--- config.mk ---
export PLATFORM = sky130hd
export DESIGN_NAME = bti_front
export DESIGN_NICKNAME = d
export VERILOG_FILES = /design/src/bti_pkg.sv /design/src/bti_front.sv
export VERILOG_INCLUDE_DIRS = /design/src /design/src/src
export SDC_FILE = /design/constraint.sdc
export NUM_CORES = 1
export LEC_CHECK = 0
export ABC_AREA = 1
export BUFFER_PORTS_ARGS = -buffer_cell sky130_fd_sc_hd__buf_2
export CORE_MARGIN = 5
export CORE_UTILIZATION = 51
export DETAILED_ROUTE_END_ITERATION = 6
export PLACE_DENSITY = 0.86
export SLEW_MARGIN = 15
export SYNTH_ARGS = -nofsm -noshare
export SYNTH_HDL_FRONTEND = slang
export SYNTH_SLANG_ARGS = --single-unit
--- constraint.sdc ---
create_clock -name clk -period 5.8 [get_ports clk]
set_input_delay 0.29 -clock clk [delete_from_list [all_inputs] [get_ports clk]]
set_output_delay 0.29 -clock clk [all_outputs]
set_load 0.05 [all_outputs]
--- src/assert_macros.svh ---
// Assertion macros shared by the trie lookup RTL.
// Depends on nothing; included by modules that carry checks.
`ifndef ASSERT_MACROS_SVH
`define ASSERT_MACROS_SVH
`ifndef SYNTH
`define ASSERT_IMPL(lbl, clk, rst_n, prop) \
  lbl: assert property (@(posedge clk) disable iff (!rst_n) prop) \
    else $error("assertion failed");
`define ASSERT_NEVER(lbl, clk, rst_n, cond) \
  `ASSERT_IMPL(lbl, clk, rst_n, !(cond))
`else
`define ASSERT_IMPL(lbl, clk, rst_n, prop)
`define ASSERT_NEVER(lbl, clk, rst_n, cond)
`endif
`endif

--- src/bti_pkg.sv ---
// Types and codes for the binary trie lookup block.
// Depends on nothing.
package bti_pkg;
  localparam int KeyW = 32;

  typedef enum logic [1:0] {
    ST_FOUND    = 2'd0,
    ST_MISSING  = 2'd1,
    ST_INSERTED = 2'd2,
    ST_FULL     = 2'd3
  } status_t;

  typedef enum logic {
    CMD_SEARCH = 1'b0,
    CMD_INSERT = 1'b1
  } cmd_t;

  typedef struct packed {
    logic          command;
    logic [KeyW-1:0] key;
  } in_item_t;

  typedef struct packed {
    logic [1:0] status;
    logic [8:0] leaf_index;
  } out_item_t;

  typedef enum logic [2:0] {
    BK_IDLE,
    BK_READ,
    BK_WAIT,
    BK_STEP,
    BK_DIFF,
    BK_WRITE,
    BK_LINK,
    BK_DONE
  } back_state_t;
endpackage

--- src/bti_front.sv ---
// Input side: takes items, masks keys and queues them for the walk engine.
// Depends on bti_pkg and assert_macros.svh.
`include "assert_macros.svh"
module bti_front #(
  parameter int KEY_BITS = 32,
  parameter int DEPTH = 2
) (
  input  logic                clk,
  input  logic                rst_n,
  input  logic                push,
  input  bti_pkg::in_item_t   push_item,
  output logic                full,
  output logic                empty,
  input  logic                pop,
  output bti_pkg::in_item_t   head
);
  localparam int AW = (DEPTH > 1) ? $clog2(DEPTH) : 1;

  bti_pkg::in_item_t q_r [DEPTH];
  logic [AW-1:0] wp_r, rp_r;
  logic [AW:0] cnt_r;
  bti_pkg::in_item_t masked;

  // Key bits above the configured width never take part in any compare.
  always_comb begin
    masked = push_item;
    if (KEY_BITS < bti_pkg::KeyW) begin
      for (int i = 0; i < bti_pkg::KeyW; i++) begin
        if (i >= KEY_BITS) masked.key[i] = 1'b0;
      end
    end
  end

  assign full = (cnt_r == (AW+1)'(DEPTH));
  assign empty = (cnt_r == '0);
  assign head = q_r[rp_r];

  always_ff @(posedge clk) begin
    if (push && !full) q_r[wp_r] <= masked;
  end

  always_ff @(posedge clk) begin
    if (!rst_n) begin
      wp_r <= '0;
      rp_r <= '0;
      cnt_r <= '0;
    end else begin
      if (push && !full) wp_r <= (wp_r == AW'(DEPTH-1)) ? '0 : wp_r + 1'b1;
      if (pop && !empty) rp_r <= (rp_r == AW'(DEPTH-1)) ? '0 : rp_r + 1'b1;
      cnt_r <= cnt_r + (AW+1)'(push && !full) - (AW+1)'(pop && !empty);
    end
  end

  `ASSERT_IMPL(a_full_holds, clk, rst_n, (full && !pop) |=> full)
  `ASSERT_NEVER(a_no_underflow, clk, rst_n, pop && empty)
  `ASSERT_IMPL(a_cnt_range, clk, rst_n, cnt_r <= (AW+1)'(DEPTH))
endmodule

=== Yosys cells after proc, flatten, opt, wreduce, memory -nomap -nowiden ===
Memories as Yosys holds them, arrays and structs flattened. A register that Yosys moved wholly into a read port is not among the register bits.
Cells that the tools add are included.
Widths: inputs -> output; s select.

* Input port bits: 37
* Register bits: 4
* Output and inout port bits: 35
* Logic and storage cells: 20
* Memory bits (writable): 66
* Memories: 1

* Add/sub/neg operators: 4
* Equality and inequality tests: 1
* Muxes and demuxes: 6
* Reduce and logical (&&, ||, !) cells: 5

{| class="wikitable"
|+ Memories
! memory !! depth !! bits a word !! read ports !! clocked after memory_dff !! write ports !! RTL line !! text
|-
| q_r || 2 || 33 || 1 || 1 || 1 || bti_front.sv:19 || <nowiki>bti_pkg::in_item_t q_r [DEPTH];</nowiki>
|}

{| class="wikitable"
|+ Operators with widths
! operator !! count
|-
| $mux 1 || 6
|-
| $add 1x1->1 const B || 2
|-
| $add 2x1->2 || 1
|-
| $eq 2x2->1 const B || 1
|-
| $logic_and 1x1->1 || 2
|-
| $logic_not 1->1 || 2
|-
| $logic_not 2->1 || 1
|-
| $sub 2x1->2 || 1
|}

=== Depth between registers and ports, before layout ===
* Depth after elaboration: 5
* Gate-level depth with buffers: 11
* Mapped depth without buffers: 11

=== Least setup slack after synthesis ===
No wires, ideal clock.

* Path kind: register to register
* From: register cnt_r[0]
* To: memory q_r[0][0] (netlist name), enable pin
* Buffers on the path: 0
* Period minus slack after synthesis: 2.378 ns
* Setup slack: 3.422 ns
* Stages on the path, launching flop included: 5
* Data arrival time: 1.955 ns
* Cells stage by stage: dfxtp_1 -> inv_1 -> nand2_1 -> nand2_1 -> nor2_1

* Cells in the longest elaborated chain, start to end: 5

{| class="wikitable"
|+ Ends and longest elaborated chain
! element !! RTL line !! text
|-
| start, declared || bti_front.sv:21 || <nowiki>logic [AW:0] cnt_r;</nowiki>
|-
| start signal, assigned || bti_front.sv:50 || <nowiki>cnt_r <= cnt_r + (AW+1)'(push && !full) - (AW+1)'(pop && !empty);</nowiki>
|-
| $eq 2x2->1 || bti_front.sv:34 || <nowiki>assign full = (cnt_r == (AW+1)'(DEPTH));</nowiki>
|-
| $logic_not 1->1 || bti_front.sv:39 || <nowiki>if (push && !full) q_r[wp_r] <= masked;</nowiki>
|-
| $logic_and 1x1->1 || bti_front.sv:39 ||
|-
| $mux 1 || bti_front.sv:39 ||
|-
| $mux 1 (not written as such) || bti_front.sv:39 ||
|-
| end, declared || bti_front.sv:19 ||
|}

No other way between the ends.

==> summary.txt <==
Run status
  • Status: complete, no violations

Worst hold path
  • Hold Startpoint: push_item[4]
  • Tightest Hold Check Type: in2reg
  • Hold Path Cell Cnt: 1
  • Hold endpoint: q_r[1][4]

Clock tree
  • Clk pin slew, worst setup/hold paths: about 0.070 ns
  • CTS tree: done
  • Clk buf depth: 2
  • Worst-Skew Late Latency: 0.33 ns
  • Post-CTS Hold Buffers: 0
  • Clock root buffer: clkbuf_8
  • Post-CTS resize count: 0
  • Postcts setup bufs: 0
  • TritonCTS buffer count: 9
  • Clock sink count: 71
  • Htree depth: 3

Finish
  • Non-Filler Instances: approximately 300
  • # diodes: 0
  • Area growth, synth to finish: 20.75%
  • # fillers: roughly 410
  • Multi-input gate area: just over 600 sq um
  • Commonest non-fill, non-tap cell in the layout: buf_2
  • Post-layout util: around 62%
  • Reg area: around 2100 sq um
  • Commonest non-fill, non-tap cells in the layout: buf_2, edfxtp_1, mux2_4
  • Fraction of layout cells with a size suffix above 1: ~54%
  • Final instance area: approximately 3400 sq um
  • Nets@finish: around 260

Routing
  • Routed vias: ~1400
  • Drt first pass iters: 4
  • Vias per std cell: about 4.6
  • Number of DRC markers in iteration 0: 86
  • Final wirelength: roughly 4400 um
  • Post-route DRC: 0
  • ANT nets after route: 0
  • WL/cell: 14.74 um

Timing
  • RSZ-0062 raised after global routing: false
  • Worst Skew: 0.01093 ns
  • Pins Over Slew Limit: 0
  • Final setup fails: 0
  • Crit share post-route: 39.88%
  • Slew HR: between 20% and 30%
  • Final hold viol count: 0
  • Hold_ws: 0.1492 ns
  • Achievable frequency: roughly 430 MHz
  • Tmin final: 2.313 ns
  • Worst-Margin Slew: 1.081 ns
  • Final worst slack: about 3.5 ns
  • Total negative slack: 0 ns

Power
  • Maximum VDD drop: between 0.3 and 0.4 mV
  • PD cells: approximately 490 nW/um^2
  • Leakage power: around 1.4 nW
  • Total Power: 1.665 mW

Worst setup path
  • CP required: about 5.5 ns
  • CP max FO: 33
  • Data arrival, critical path: around 2.0 ns
  • Crit start category: flip-flop
  • CP endpoint kind: output pin
  • Critical path class: reg2out
  • R2r setup slk: ~4 ns
  • R2r endpoint: q_r[0][17]
  • R2r worst-path depth: 4
  • RR Startpoint: cnt_r[0]

Logic synthesis
  • Ranking of synthesized cells by area: edfxtp_1, mux2_4, dfxtp_1
  • Cells after Synth: ~140
  • Syn avg cell area: just under 20 sq um
  • Post-synthesis cell type count: 12
  • Register area share after synthesis: between 70% and 80%
  • Post-synth top area share: about 70%
  • Cell Area, Synth: roughly 2800 sq um
  • YS warnings: 0
  • Largest area contributor in the netlist: edfxtp_1
  • Number of synthesized register bits: between 70 and 80
  • Syn Nets: 180

Floorplan
  • Die height: 83.90 um
  • I/O pins: 72
  • Die area: between 7000 and 8000 sq um
  • Core footprint: between 5000 and 6000 sq um
  • Starting Density: around half
  • Die width: between 80 and 90 um
  • FP Rows: 27

Placement
  • IO buf count: 71
  • RePlAce Congestion: 0.7012
  • Place WS: between 3 and 4 ns
  • Placed insts: roughly 280
  • HPWL after detailed placement: ~3000 um
  • Area after DPL: roughly 3200 sq um

Global route
  • Pin count of the biggest net entering global routing: 34
  • First-pass GRT wire length: a little over 7000 um
  • Vias in the first global route: roughly 1500
  • Initial antenna violation count: 0
  • Aggregate global routing overflow: 0
  • GRT Util Overall: 13.18%

Job
  • MaxCap Viol Count: 0
==> per-layer routing <==
layer / track usage [%] / vias up / wire (um)
met5: 0 / - / 0
met4: 7.456 / 0 / 39
met3: 4.047 / 6 / 269
met2: 23.14 / 43 / 2396
met1: 13.93 / 638 / 1674
li1: - / 683 / -
==> where the power goes <==
part	internal [mW]	total (mW)	switching, mW
clock network	0.195	0.362	0.168
registers	0.652	0.711	0.0588
logic	0.195	0.591	0.397
==> cell usage after synthesis (all sizes together) <==
cell,n
edfxtp,66
a21oi,2
mux2,33
buf,4
nor2,8
ha,2
nand3,3
inv,9
nand2,9
dfxtp,5
==> cells by family after synthesis <==
| family | synth area share [%] |
|---|---|
| flip-flops | 74.75 |
| multiplexers | 17.39 |
| AND/OR/NAND/NOR | 2.830 |
| buffers and inverters | 3.774 |
| AO/OA/AOI/OAI | 0.3594 |
| adder cells (fa/ha/maj) | 0.8983 |
==> flip-flops by register name, indices dropped and copies added (netlist names), named ones only <==
| name | cells |
|---|---|
| cnt_r | 2 |
| q_r | 66 |
| rp_r | 1 |
| wp_r | 1 |
==> worst max-delay path: stages, from the launching register on <==
cell and delay (ns):
dfxtp_2 1.04, mux2_2 0.43, buf_2 0.21
==> worst max path at each step <==
stage / start / endpoint / slack, ns
5_1_grt: flip-flop / head[26] / 3.38
2_1_floorplan: cnt_r[0] / q_r[0][0] / 3.42
4_1_cts: flip-flop / head[26] / 3.44
3_3_place_gp: flip-flop / head[20] / 3.85
3_5_place_dp: flip-flop / head[26] / 3.81
6_report: flip-flop / head[26] / 3.49
==> layout make-up <==
type	count	area share [%]
Clock buffer	9	3.683
Clock inverter	7	1.897
Inverter	9	1.004
Multi-Input combinational cell	57	18.01
Sequential cell	71	61.94
Tap cell	72	2.679
Timing Repair Buffer	72	10.79
No activity file was read; power rests on OpenSTA's default activity.
